### src/hw/rtl/fra_pkg.sv
`timescale 1ns / 1ps
`default_nettype none
// ----------------------------------------------------------------------------
// fra_pkg
// Shared constants and codes for the fraction arithmetic reducer.
// ----------------------------------------------------------------------------
package fra_pkg;

  localparam int DEF_OPERAND_BITS = 16;
  localparam int NUM_OUT_W        = 33;
  localparam int DEN_OUT_W        = 31;
  localparam int STATUS_W         = 2;
  localparam int FUNC_W           = 2;
  localparam int OUT_DATA_W       = 72;

  typedef enum logic [FUNC_W-1:0] {
    FN_ADD = 2'd0,
    FN_SUB = 2'd1,
    FN_MUL = 2'd2,
    FN_DIV = 2'd3
  } func_t;

  typedef enum logic [STATUS_W-1:0] {
    STS_OK       = 2'd0,
    STS_ZERO_DEN = 2'd1,
    STS_DIV_ZERO = 2'd2,
    STS_RSVD     = 2'd3
  } status_t;

endpackage
`default_nettype wire

### src/hw/rtl/fraction_arith_reduce.sv
`timescale 1ns / 1ps
`default_nettype none
// ----------------------------------------------------------------------------
// fraction_arith_reduce
// Exact add, subtract, multiply and divide of two signed fractions, with the
// result reduced to lowest terms and the sign carried by the numerator.
//
//   channel | dir | handshake           | payload
//   in_     | in  | in_tvalid/in_tready | func, num_a, den_a, num_b, den_b
//   out_    | out | out_tvalid/out_tready | num_out, den_out, status
//
// One item is in flight at a time; in_tready is high only when idle.
// A shared subtractor runs a binary gcd and a restoring divider; one
// multiplier is reused for the products. A flagged error, or a zero product
// or sum, ends without the last gcd pass and divisions; otherwise multiply
// and divide run one gcd pass and two divisions, and add and subtract two
// gcd passes and four divisions.
// Reset is synchronous and active low; a stalled result holds in the output
// register until it is taken.
// ----------------------------------------------------------------------------
module fraction_arith_reduce #(
  parameter int OPERAND_BITS = fra_pkg::DEF_OPERAND_BITS
) (
  input  wire logic clk,
  input  wire logic rst_n,
  input  wire logic in_tvalid,
  output logic      in_tready,
  // func, num_a, den_a, num_b, den_b from the lowest bit up, zero padded
  input  wire logic [((fra_pkg::FUNC_W + 4*OPERAND_BITS + 7) / 8) * 8 - 1:0] in_tdata,
  output logic      out_tvalid,
  input  wire logic out_tready,
  // num_out, den_out, status from the lowest bit up, zero padded
  output logic [fra_pkg::OUT_DATA_W-1:0] out_tdata
);
  import fra_pkg::*;

  localparam int OPB = OPERAND_BITS;
  localparam int W   = 2 * OPB;
  localparam int KW  = $clog2(W + 1);
  localparam int CW  = $clog2(W);
  localparam int XW  = (W + 1 > NUM_OUT_W) ? W + 1 : NUM_OUT_W;
  localparam int DW  = (W > DEN_OUT_W) ? W : DEN_OUT_W;
  localparam int PADW = OUT_DATA_W - NUM_OUT_W - DEN_OUT_W - STATUS_W;

  typedef enum logic [13:0] {
    ST_IDLE  = 14'b00000000000001,
    ST_GCD1  = 14'b00000000000010,
    ST_DIVFB = 14'b00000000000100,
    ST_DIVFA = 14'b00000000001000,
    ST_MULA  = 14'b00000000010000,
    ST_MULB  = 14'b00000000100000,
    ST_MULD  = 14'b00000001000000,
    ST_SUM   = 14'b00000010000000,
    ST_MULN2 = 14'b00000100000000,
    ST_MULD2 = 14'b00001000000000,
    ST_GCD2  = 14'b00010000000000,
    ST_DIVN  = 14'b00100000000000,
    ST_DIVD  = 14'b01000000000000,
    ST_DONE  = 14'b10000000000000
  } state_t;

  state_t state_r, state_nxt;
  logic [FUNC_W-1:0] func_r, func_nxt;
  logic [OPB-1:0] na_r, na_nxt, da_r, da_nxt, nb_r, nb_nxt, db_r, db_nxt;
  logic [OPB-1:0] fa_r, fa_nxt, fb_r, fb_nxt;
  logic sa_r, sa_nxt, sbe_r, sbe_nxt, neg_r, neg_nxt;
  logic [W-1:0] ga_r, ga_nxt, gb_r, gb_nxt, g_r, g_nxt;
  logic [KW-1:0] gk_r, gk_nxt;
  logic [W-1:0] rem_r, rem_nxt, quo_r, quo_nxt;
  logic [CW-1:0] cnt_r, cnt_nxt;
  logic [W-1:0] ta_r, ta_nxt, tb_r, tb_nxt, nmag_r, nmag_nxt, dmag_r, dmag_nxt;
  logic [W-1:0] n_r, n_nxt;
  logic [NUM_OUT_W-1:0] onum_r, onum_nxt;
  logic [DEN_OUT_W-1:0] oden_r, oden_nxt;
  status_t ostat_r, ostat_nxt;
  logic ovalid_r, ovalid_nxt;

  // Input field decode
  logic [FUNC_W-1:0] in_func;
  logic [OPB-1:0] raw_na, raw_da, raw_nb, raw_db;
  logic [OPB-1:0] m_na, m_da, m_nb, m_db;
  logic in_sa, in_sb;

  assign in_func = in_tdata[FUNC_W-1:0];
  assign raw_na  = in_tdata[FUNC_W + 0*OPB +: OPB];
  assign raw_da  = in_tdata[FUNC_W + 1*OPB +: OPB];
  assign raw_nb  = in_tdata[FUNC_W + 2*OPB +: OPB];
  assign raw_db  = in_tdata[FUNC_W + 3*OPB +: OPB];
  assign m_na = raw_na[OPB-1] ? (~raw_na + 1'b1) : raw_na;
  assign m_da = raw_da[OPB-1] ? (~raw_da + 1'b1) : raw_da;
  assign m_nb = raw_nb[OPB-1] ? (~raw_nb + 1'b1) : raw_nb;
  assign m_db = raw_db[OPB-1] ? (~raw_db + 1'b1) : raw_db;
  assign in_sa = raw_na[OPB-1] ^ raw_da[OPB-1];
  assign in_sb = raw_nb[OPB-1] ^ raw_db[OPB-1];

  // Shared subtractor, used by the gcd and by the divider
  logic in_gcd;
  logic [W:0] sub_a, sub_b, rem_sh;
  logic [W+1:0] diff;
  logic borrow;
  logic [W-1:0] q_fin;
  logic div_last;

  assign in_gcd = (state_r == ST_GCD1) || (state_r == ST_GCD2);
  assign rem_sh = {rem_r, quo_r[W-1]};
  assign sub_a  = in_gcd ? {1'b0, ga_r} : rem_sh;
  assign sub_b  = in_gcd ? {1'b0, gb_r} : {1'b0, g_r};
  assign diff   = {1'b0, sub_a} - {1'b0, sub_b};
  assign borrow = diff[W+1];
  assign q_fin  = {quo_r[W-2:0], ~borrow};
  assign div_last = (cnt_r == CW'(W - 1));

  // Shared multiplier
  logic [OPB-1:0] mul_x, mul_y;
  logic [W-1:0] prod;

  always_comb begin
    mul_x = na_r;
    mul_y = fa_r;
    unique case (state_r)
      ST_MULA:  begin mul_x = na_r; mul_y = fa_r; end
      ST_MULB:  begin mul_x = nb_r; mul_y = fb_r; end
      ST_MULD:  begin mul_x = fa_r; mul_y = da_r; end
      ST_MULN2: begin mul_x = na_r; mul_y = (func_r == FN_MUL) ? nb_r : db_r; end
      ST_MULD2: begin mul_x = da_r; mul_y = (func_r == FN_MUL) ? db_r : nb_r; end
      default:  begin mul_x = na_r; mul_y = fa_r; end
    endcase
  end
  assign prod = W'(mul_x) * W'(mul_y);

  // Signed combine of the scaled numerators
  logic [W-1:0] sum_mag;
  logic sum_neg;

  always_comb begin
    if (sa_r == sbe_r) begin
      sum_mag = ta_r + tb_r;
      sum_neg = sa_r;
    end else if (ta_r >= tb_r) begin
      sum_mag = ta_r - tb_r;
      sum_neg = sa_r;
    end else begin
      sum_mag = tb_r - ta_r;
      sum_neg = sbe_r;
    end
  end

  // Final sign and truncation to the output widths
  logic [XW-1:0] n_ext, n_sgn;
  logic [DW-1:0] d_ext;

  assign n_ext = XW'(n_r);
  assign n_sgn = neg_r ? (~n_ext + 1'b1) : n_ext;
  assign d_ext = DW'(q_fin);

  always_comb begin
    state_nxt = state_r;
    func_nxt = func_r;
    na_nxt = na_r; da_nxt = da_r; nb_nxt = nb_r; db_nxt = db_r;
    fa_nxt = fa_r; fb_nxt = fb_r;
    sa_nxt = sa_r; sbe_nxt = sbe_r; neg_nxt = neg_r;
    ga_nxt = ga_r; gb_nxt = gb_r; g_nxt = g_r; gk_nxt = gk_r;
    rem_nxt = rem_r; quo_nxt = quo_r; cnt_nxt = cnt_r;
    ta_nxt = ta_r; tb_nxt = tb_r; nmag_nxt = nmag_r; dmag_nxt = dmag_r;
    n_nxt = n_r;
    onum_nxt = onum_r; oden_nxt = oden_r; ostat_nxt = ostat_r;
    ovalid_nxt = ovalid_r;

    // Common divider step; the state decides where the quotient goes.
    if (!in_gcd) begin
      rem_nxt = borrow ? rem_sh[W-1:0] : diff[W-1:0];
      quo_nxt = q_fin;
      cnt_nxt = cnt_r + 1'b1;
    end

    unique case (state_r)
      ST_IDLE: begin
        if (in_tvalid) begin
          func_nxt = in_func;
          na_nxt = m_na; da_nxt = m_da; nb_nxt = m_nb; db_nxt = m_db;
          sa_nxt = in_sa;
          sbe_nxt = (in_func == FN_SUB) ? ~in_sb : in_sb;
          neg_nxt = in_sa ^ in_sb;
          ga_nxt = W'(m_da);
          gb_nxt = W'(m_db);
          gk_nxt = '0;
          onum_nxt = '0;
          oden_nxt = DEN_OUT_W'(1);
          if (m_da == '0 || m_db == '0) begin
            ostat_nxt = STS_ZERO_DEN;
            ovalid_nxt = 1'b1;
            state_nxt = ST_DONE;
          end else if (in_func == FN_DIV && m_nb == '0) begin
            ostat_nxt = STS_DIV_ZERO;
            ovalid_nxt = 1'b1;
            state_nxt = ST_DONE;
          end else if (in_func == FN_ADD || in_func == FN_SUB) begin
            state_nxt = ST_GCD1;
          end else begin
            state_nxt = ST_MULN2;
          end
        end
      end
      ST_GCD1, ST_GCD2: begin
        // Binary gcd: strip common twos, then subtract the smaller.
        if (ga_r == gb_r) begin
          g_nxt = ga_r << gk_r;
          rem_nxt = '0;
          cnt_nxt = '0;
          if (state_r == ST_GCD1) begin
            quo_nxt = W'(da_r);
            state_nxt = ST_DIVFB;
          end else begin
            quo_nxt = nmag_r;
            state_nxt = ST_DIVN;
          end
        end else if (!ga_r[0] && !gb_r[0]) begin
          ga_nxt = ga_r >> 1;
          gb_nxt = gb_r >> 1;
          gk_nxt = gk_r + 1'b1;
        end else if (!ga_r[0]) begin
          ga_nxt = ga_r >> 1;
        end else if (!gb_r[0]) begin
          gb_nxt = gb_r >> 1;
        end else if (borrow) begin
          ga_nxt = gb_r;
          gb_nxt = ga_r;
        end else begin
          ga_nxt = diff[W-1:0];
        end
      end
      ST_DIVFB: begin
        if (div_last) begin
          fb_nxt = q_fin[OPB-1:0];
          rem_nxt = '0;
          quo_nxt = W'(db_r);
          cnt_nxt = '0;
          state_nxt = ST_DIVFA;
        end
      end
      ST_DIVFA: begin
        if (div_last) begin
          fa_nxt = q_fin[OPB-1:0];
          state_nxt = ST_MULA;
        end
      end
      ST_MULA: begin
        ta_nxt = prod;
        state_nxt = ST_MULB;
      end
      ST_MULB: begin
        tb_nxt = prod;
        state_nxt = ST_MULD;
      end
      ST_MULD: begin
        dmag_nxt = prod;
        state_nxt = ST_SUM;
      end
      ST_SUM: begin
        nmag_nxt = sum_mag;
        neg_nxt = sum_neg;
        ga_nxt = sum_mag;
        gb_nxt = dmag_r;
        gk_nxt = '0;
        if (sum_mag == '0) begin
          onum_nxt = '0;
          oden_nxt = DEN_OUT_W'(1);
          ostat_nxt = STS_OK;
          ovalid_nxt = 1'b1;
          state_nxt = ST_DONE;
        end else begin
          state_nxt = ST_GCD2;
        end
      end
      ST_MULN2: begin
        nmag_nxt = prod;
        state_nxt = ST_MULD2;
      end
      ST_MULD2: begin
        dmag_nxt = prod;
        ga_nxt = nmag_r;
        gb_nxt = prod;
        gk_nxt = '0;
        if (nmag_r == '0) begin
          onum_nxt = '0;
          oden_nxt = DEN_OUT_W'(1);
          ostat_nxt = STS_OK;
          ovalid_nxt = 1'b1;
          state_nxt = ST_DONE;
        end else begin
          state_nxt = ST_GCD2;
        end
      end
      ST_DIVN: begin
        if (div_last) begin
          n_nxt = q_fin;
          rem_nxt = '0;
          quo_nxt = dmag_r;
          cnt_nxt = '0;
          state_nxt = ST_DIVD;
        end
      end
      ST_DIVD: begin
        if (div_last) begin
          onum_nxt = n_sgn[NUM_OUT_W-1:0];
          oden_nxt = d_ext[DEN_OUT_W-1:0];
          ostat_nxt = STS_OK;
          ovalid_nxt = 1'b1;
          state_nxt = ST_DONE;
        end
      end
      ST_DONE: begin
        if (out_tready) begin
          ovalid_nxt = 1'b0;
          state_nxt = ST_IDLE;
        end
      end
      default: begin
        state_nxt = ST_IDLE;
        ovalid_nxt = 1'b0;
      end
    endcase
  end

  always_ff @(posedge clk) begin
    if (!rst_n) begin
      state_r  <= ST_IDLE;
      ovalid_r <= 1'b0;
    end else begin
      state_r  <= state_nxt;
      ovalid_r <= ovalid_nxt;
    end
  end

  always_ff @(posedge clk) begin
    func_r <= func_nxt;
    na_r <= na_nxt; da_r <= da_nxt; nb_r <= nb_nxt; db_r <= db_nxt;
    fa_r <= fa_nxt; fb_r <= fb_nxt;
    sa_r <= sa_nxt; sbe_r <= sbe_nxt; neg_r <= neg_nxt;
    ga_r <= ga_nxt; gb_r <= gb_nxt; g_r <= g_nxt; gk_r <= gk_nxt;
    rem_r <= rem_nxt; quo_r <= quo_nxt; cnt_r <= cnt_nxt;
    ta_r <= ta_nxt; tb_r <= tb_nxt; nmag_r <= nmag_nxt; dmag_r <= dmag_nxt;
    n_r <= n_nxt;
    onum_r <= onum_nxt; oden_r <= oden_nxt; ostat_r <= ostat_nxt;
  end

  assign in_tready  = (state_r == ST_IDLE);
  assign out_tvalid = ovalid_r;
  assign out_tdata  = {PADW'(0), ostat_r, oden_r, onum_r};

`ifndef SYNTH
  a_busy_while_out: assert property (@(posedge clk) disable iff (!rst_n)
    out_tvalid |-> !in_tready)
    else $error("input ready while a result is pending");
  a_den_nonzero: assert property (@(posedge clk) disable iff (!rst_n)
    out_tvalid |-> (oden_r != '0))
    else $error("zero denominator presented");
  a_err_zero_one: assert property (@(posedge clk) disable iff (!rst_n)
    (out_tvalid && ostat_r != STS_OK) |-> (onum_r == '0 && oden_r == DEN_OUT_W'(1)))
    else $error("error result is not 0/1");
  a_accept_busy: assert property (@(posedge clk) disable iff (!rst_n)
    (in_tvalid && in_tready) |=> !in_tready)
    else $error("ready stayed high after a transfer");
`endif

endmodule
`default_nettype wire
### config.mk
export PLATFORM = sky130hd
export DESIGN_NAME = fraction_arith_reduce
export DESIGN_NICKNAME = d
export VERILOG_FILES = /design/src/hw/rtl/fra_pkg.sv /design/src/hw/rtl/fraction_arith_reduce.sv
export SDC_FILE = /design/constraint.sdc
export NUM_CORES = 2
export LEC_CHECK = 0
export BUFFER_PORTS_ARGS = -buffer_cell sky130_fd_sc_hd__clkbuf_2
export CORE_MARGIN = 2
export CORE_UTILIZATION = 24
export CTS_BUF_LIST = sky130_fd_sc_hd__clkbuf_8
export CTS_CLUSTER_SIZE = 40
export DETAILED_ROUTE_END_ITERATION = 6
export GPL_TIMING_DRIVEN = 0
export PLACE_DENSITY = 0.42
export SLEW_MARGIN = 0
export SYNTH_ARGS = -nofsm -noshare
export SYNTH_HDL_FRONTEND = slang
export SYNTH_SLANG_ARGS = --single-unit
### constraint.sdc
create_clock -name clk -period 27.8 [get_ports clk]
set_input_delay 4.17 -clock clk [delete_from_list [all_inputs] [get_ports clk]]
set_output_delay 4.17 -clock clk [all_outputs]
set_load 0.005 [all_outputs]
## Word-level counts from Yosys, hierarchy flattened

Cells that the tools add are included.
Widths: inputs -> output; s select.

| storage, ports and cells | value |
|---|---|
| register bits after elaboration | 513 |
| input bits | 76 |
| output and inout port bits | 74 |
| logic and storage cells | 219 |

| cells by class | value |
|---|---|
| add/sub/neg operators | 11 |
| multipliers | 1 |
| magnitude comparators | 1 |
| equality and inequality tests | 35 |
| shifts and indexed selects | 1 |
| muxes and demuxes | 91 |
| bitwise gates (word level) | 11 |
| reductions and logical operators | 38 |

Operators by type and width:

| kind | count |
|---|---|
| $mux 32 | 24 |
| $pmux 32 s4 | 2 |
| $mux 33 | 6 |
| $pmux 14 s13 | 1 |
| $mux 14 | 11 |
| $pmux 33 s4 | 1 |
| $pmux 32 s2 | 2 |
| $mux 31 | 4 |
| $pmux 31 s4 | 1 |
| $pmux 32 s3 | 1 |
| $mux 16 | 5 |
| $add 16x1->16 const B | 4 |
| $logic_not 32->1 | 2 |
| $not 16->16 | 4 |
| $pmux 16 s4 | 1 |
| $sub 32x32->32 | 2 |
| $logic_not 16->1 | 3 |
| $pmux 16 s3 | 1 |
| $sub 33x32->34 | 1 |
| $add 33x1->33 const B | 1 |
| $not 32->33 | 1 |
| $add 32x32->32 | 1 |
| $eq 32x32->1 | 1 |
| $ge 32x32->1 | 1 |
| other kinds (55) | 108 |

## Logic depth before layout (Yosys ltp)

| depth | value |
|---|---|
| depth in word-level cells | 10 |
| gate-level depth with buffers | 39 |
| depth with buffers taken out | 36 |

## Least setup slack after synthesis

Ideal clock, no wire load.

| path | value |
|---|---|
| kind | flip-flop to flip-flop |
| start point | register state_r[2] |
| end point | register gb_r[29] (data pin) |
| library setup time | 0.261 ns |
| data arrival time | 8.534 ns |
| data required time | 27.539 ns |
| setup slack | 19.005 ns |
| stages on the path, launching flop included | 36 |
| buffers on the path | 2 |
| period minus slack after synthesis | 8.795 ns |
| cells stage by stage | dfxtp_1 > nor2_1 > nand2_1 > nor2_1 > nand2_1 > or4_1 > nand2b_1 > buf_1 > nand2_1 > o21ai_0 > nand2_1 > o21a_1 > clkbuf_1 > nand2_1 > fa_1 > fa_1 > inv_1 > fa_1 > fa_1 > fa_1 > inv_1 > fa_1 > inv_1 > ha_1 > a21oi_1 > nor2_1 > a211o_1 > a21o_1 > a21o_1 > a21oi_1 > a21boi_0 > o21ai_0 > nand2b_1 > a21oi_1 > xnor2_1 > a221o_1 |

| on the way | value |
|---|---|
| longest elaborated chain between the ends | 4 |
| elaborated cells between the ends (all ways) | 13 |
| classes of those cells | 1 x mul; 8 x eq/ne; 3 x mux; 1 x reduce/logical |

Ends and longest elaborated chain:

| element | RTL line | text |
|---|---|---|
| from (decl) | fraction_arith_reduce.sv:62 | `state_t state_r, state_nxt;` |
| from (signal assigned) | fraction_arith_reduce.sv:330 | `state_r <= state_nxt;` |
| $eq 14x10->1, or another cell as far along | fraction_arith_reduce.sv:120 | `unique case (state_r)` |
| $pmux 16 s4 / $pmux 16 s3 (equally long branches) | fraction_arith_reduce.sv:120 |  |
| $mul 16x16->32 (*) | fraction_arith_reduce.sv:129 | `assign prod = W'(mul_x) * W'(mul_y);` |
| named net prod[29] | fraction_arith_reduce.sv:115 | `logic [W-1:0] prod;` |
| $pmux 32 s4 (*) | fraction_arith_reduce.sv:176 | `unique case (state_r)` |
| to (signal assigned) | fraction_arith_reduce.sv:340 | `ga_r <= ga_nxt; gb_r <= gb_nxt; g_r <= g_nxt; gk_r <= gk_nxt;` |
| to (decl) | fraction_arith_reduce.sv:67 | `logic [W-1:0] ga_r, ga_nxt, gb_r, gb_nxt, g_r, g_nxt;` |

The timed path passes the listed nets; every way through them passes the cells marked *.
A chain may end at the register's enable or synchronous reset.

## Worst setup path in the final report

| path | value |
|---|---|
| start point | register state_r[2] |
| end point | register gb_r[30] (data pin) |

Same word-level chain as after synthesis.

==> run_results.csv <==
group,metric,value,unit
setup_path,crit_top_cell,"fa_1",
clocking,holdBufCountCts,0,
sta,rsz0062_at_grt,"false",
synthesis,async_flop_share,0,%
placed_design,place_congestion,0.9675,
clocking,clk_path_buf_depth,3,
setup_path,r2r-end,"gb_r[30]$_SDFFCE_PP0P_",
detailed_routing,drtIter0Drc,3829,
clocking,cts_tree,"built",
setup_path,cp-end-kind,"register",
global_route,grtUsageTotal,20.40,%
setup_path,cp_data_arrival_time,11.97,ns
floorplanning,die_w,415.6,um
sta,setup_ws,16.48,ns
global_route,grt_max_degree,54,
sta,tns,0,ns
setup_path,start_kind,"register",
sta,period_minus_slack,11.32,ns
synthesis,synthFlopType,"edfxtp_1",
sta,fmax,0.08834,GHz
clocking,cts_root_buffer,"clkbuf_8",
clocking,cts_setup_buffers,0,
floorplanning,die-area,0.1728,mm2
placed_design,hpwl,144800,um
floorplanning,initial_core_util,24.08,%
worst_hold_path,worstHoldStart,"cnt_r[4]$_DFF_P_",
cells_and_area,fillers,18390,
synthesis,syn_avg_cell_area,9.266,um2
clocking,cts_sinks,513,
setup_path,critPathMaxFanout,10,
sta,worst_pin_slew,1.510,ns
synthesis,yosys_warnings,0,
detailed_routing,finalWirelength,181200,um
floorplanning,die_h,415.6,um
clocking,ctsResizeCount,0,
clocking,clk_latency,0.82,ns
sta,clock-skew-final,0.06043,ns
global_route,grt_first_pass_wirelength,257000,um
clocking,clkTransAtPathRegs,0.07,ns
cells_and_area,drive_gt1_share,8.658,%
setup_path,startpoint,"state_r[2]$_SDFFE_PN0P_",
placed_design,io_buffers,135,
status,status,"finished with violations",
status,violations,"DRC, capacitance limit, slew limit",
sta,setup_viol,0,
floorplanning,fp.coreArea,0.1689,mm2
worst_hold_path,min_to,"cnt_r[4]$_DFF_P_",
global_route,grt_pass1_vias,34858,
synthesis,syn-cell-area,0.04067,mm2
synthesis,synth_cell_types,100,
global_route,antenna_found_initial,5,
synthesis,synth-seq-area-share,35.81,%
setup_path,cpPeakStageDelay,1.03,ns
sta,hold_violations,0,
synthesis,synth-edff-count,429,
detailed_routing,ant_nets,0,
setup_path,r2r_slack,16.48,ns
sta,period_share,40.72,%
sta,relSlewSlack,-1.382,%
job,maxCapViolCount,1,
placed_design,place_worst_setup_slack,16.71,ns
synthesis,synth-seq-cells,513,
setup_path,r2r_start,"state_r[2]$_SDFFE_PN0P_",
floorplanning,ios,150,
setup_path,worstPathRequired,28.46,ns
setup_path,reg2reg_depth,30,
setup_path,crit_slowest_cell,"xnor2_1",
setup_path,worstSetupPathType,"reg -> reg",
cells_and_area,final_nets,5157,
sta,finalMaxSlewViolations,6,
worst_hold_path,hold_depth,2,
detailed_routing,vias,35723,
detailed_routing,via_per_inst,5.145,
floorplanning,fp-row-count,151,
detailed_routing,drt-wirelength-per-cell,26.10,um
cells_and_area,syn2layout_area_growth,13.99,%
worst_hold_path,holdCritPathClass,"reg -> reg",
clocking,cts_made_buffers,94,
synthesis,netlist_instances,4389,
detailed_routing,firstDrtPassIters,7,
global_route,grt_overflow,0,
detailed_routing,remaining_drc_errors,1,
clocking,cts_max_level,3,
==> registers in the layout, summed over array words and instances (netlist names), 32 cells and up <==
| signal | flops |
|---|---|
| onum_r | 33 |
| dmag_r | 32 |
| g_r | 32 |
| ga_r | 32 |
| gb_r | 32 |
| n_r | 32 |
| nmag_r | 32 |
| quo_r | 32 |
| rem_r | 32 |
| ta_r | 32 |
| tb_r | 32 |
==> layer usage <==
metal | vias to the layer above | global-route usage, % | wire length (um)
met1 | 17760 | 28.16 | 79960
met5 | - | 0 | 0
met3 | 292 | 2.989 | 12940
li1 | 16091 | - | -
met2 | 1580 | 32.26 | 80890
met4 | 0 | 7.476 | 7398
==> per-stage QoR <==
| stage | instance area (um2) | std cells | util (%) | hold WS (ns) |
|---|---|---|---|---|
| 2_1_floorplan | 40690 | 4394 | - | 0.4299 |
| 3_3_place_gp | 44140 | 6747 | 26.13 | 0.4482 |
| 3_5_place_dp | 44480 | 6762 | 26.33 | 0.4578 |
| 4_1_cts | 46340 | 6940 | 27.43 | 0.4659 |
| 5_1_grt | 46360 | 6943 | 27.44 | 0.5098 |
| 6_report | 46360 | 6943 | 27.44 | 0.4670 |
==> critical path: cells and delay by family, from the launching register on <==
kind / cells / cell delay (ns)
xor+xnor: 1 / 1.03
compound gates: 9 / 2.76
simple gates: 8 / 2.15
flops: 1 / 0.37
buf+inv: 5 / 1.29
fa+ha+maj: 7 / 3.49
==> cell type report <==
class                           instances  area [um2]  area share (%)
Antenna cell                            1       2.502        0.005398
Buffer                                228       953.4           2.057
Clock buffer                          104        1431           3.088
Clock inverter                         74       429.2          0.9258
Inverter                              381        1431           3.088
Multi-Input combinational cell       3272       23820           51.38
Sequential cell                       513       14560           31.42
Tap cell                             2218        2775           5.987
Timing Repair Buffer                  152       953.4           2.057
==> cells in the mapped netlist, types with 24 or more instances <==
cell type | count | area, um2
a22oi_1 | 26 | 195.2
clkbuf_1 | 171 | 641.9
o21ai_0 | 216 | 1081
nor2b_1 | 47 | 294.0
inv_1 | 376 | 1411
xor2_1 | 103 | 902.1
nand3_1 | 67 | 335.3
nor3_1 | 48 | 240.2
fa_1 | 198 | 3964
a31oi_1 | 35 | 219.0
nand2_1 | 578 | 2170
nor4_1 | 32 | 200.2
edfxtp_1 | 429 | 12880
and2_1 | 63 | 394.1
nand4_1 | 32 | 200.2
xnor2_1 | 109 | 954.7
a21o_1 | 42 | 315.3
a221o_1 | 47 | 470.5
and3_1 | 24 | 150.1
o21a_1 | 39 | 292.8
nor2_1 | 393 | 1475
mux2i_1 | 73 | 730.7
a21oi_1 | 346 | 1732
a211oi_1 | 24 | 180.2
a222oi_1 | 27 | 270.3
ha_1 | 241 | 3015
o31ai_1 | 37 | 277.8
o221ai_1 | 31 | 271.5
or3_1 | 28 | 175.2
nand2b_1 | 45 | 281.5
dfxtp_1 | 84 | 1682
==> cells by family (layout without fill, tap and decap cells) <==
logic type | Yosys count | in the layout | share of synthesized area [%]
buffers and inverters | 609 | 939 | 5.855
multiplexers | 99 | 99 | 3.126
adder cells (fa/ha/maj) | 439 | 439 | 17.16
other | 1 | 7 | 0.009221
flip-flops | 513 | 513 | 35.81
AND/OR/NAND/NOR | 1440 | 1440 | 16.18
XOR/XNOR | 212 | 212 | 4.566
AO/OA/AOI/OAI | 1076 | 1076 | 17.29
==> worst max path at each step <==
| stage | end | slack (ns) |
|---|---|---|
| 2_1_floorplan | gb_r[29]$_SDFFCE_PP0P_ | 19.01 |
| 3_3_place_gp | gb_r[25]$_SDFFCE_PP0P_ | 15.45 |
| 3_5_place_dp | ta_r[24]$_DFFE_PP_ | 16.71 |
| 4_1_cts | gb_r[30]$_SDFFCE_PP0P_ | 16.68 |
| 5_1_grt | gb_r[30]$_SDFFCE_PP0P_ | 15.93 |
| 6_report | gb_r[30]$_SDFFCE_PP0P_ | 16.48 |
==> cells in the final DEF (no fill, tap or decap), types with 23 or more instances in the layout <==
cell type,count
nand2_1,577
edfxtp_1,429
inv_1,406
nor2_1,392
a21oi_1,345
ha_1,241
o21ai_0,216
fa_1,198
clkbuf_1,170
clkbuf_2,137
xnor2_1,108
clkbuf_8,104
xor2_1,103
dfxtp_1,84
mux2i_1,73
nand3_1,67
and2_1,61
nor3_1,48
nor2b_1,47
a221o_1,47
nand2b_1,45
a21o_1,42
o21a_1,39
o31ai_1,37
a31oi_1,35
nand4_1,32
o221ai_1,31
nor4_1,30
or3_1,28
a222oi_1,27
a22oi_1,26
and3_1,24
a211oi_1,24
o22ai_1,23
Power is not shown: default switching activity piles up to over one toggle a cycle in this logic, so the estimate is an artifact.
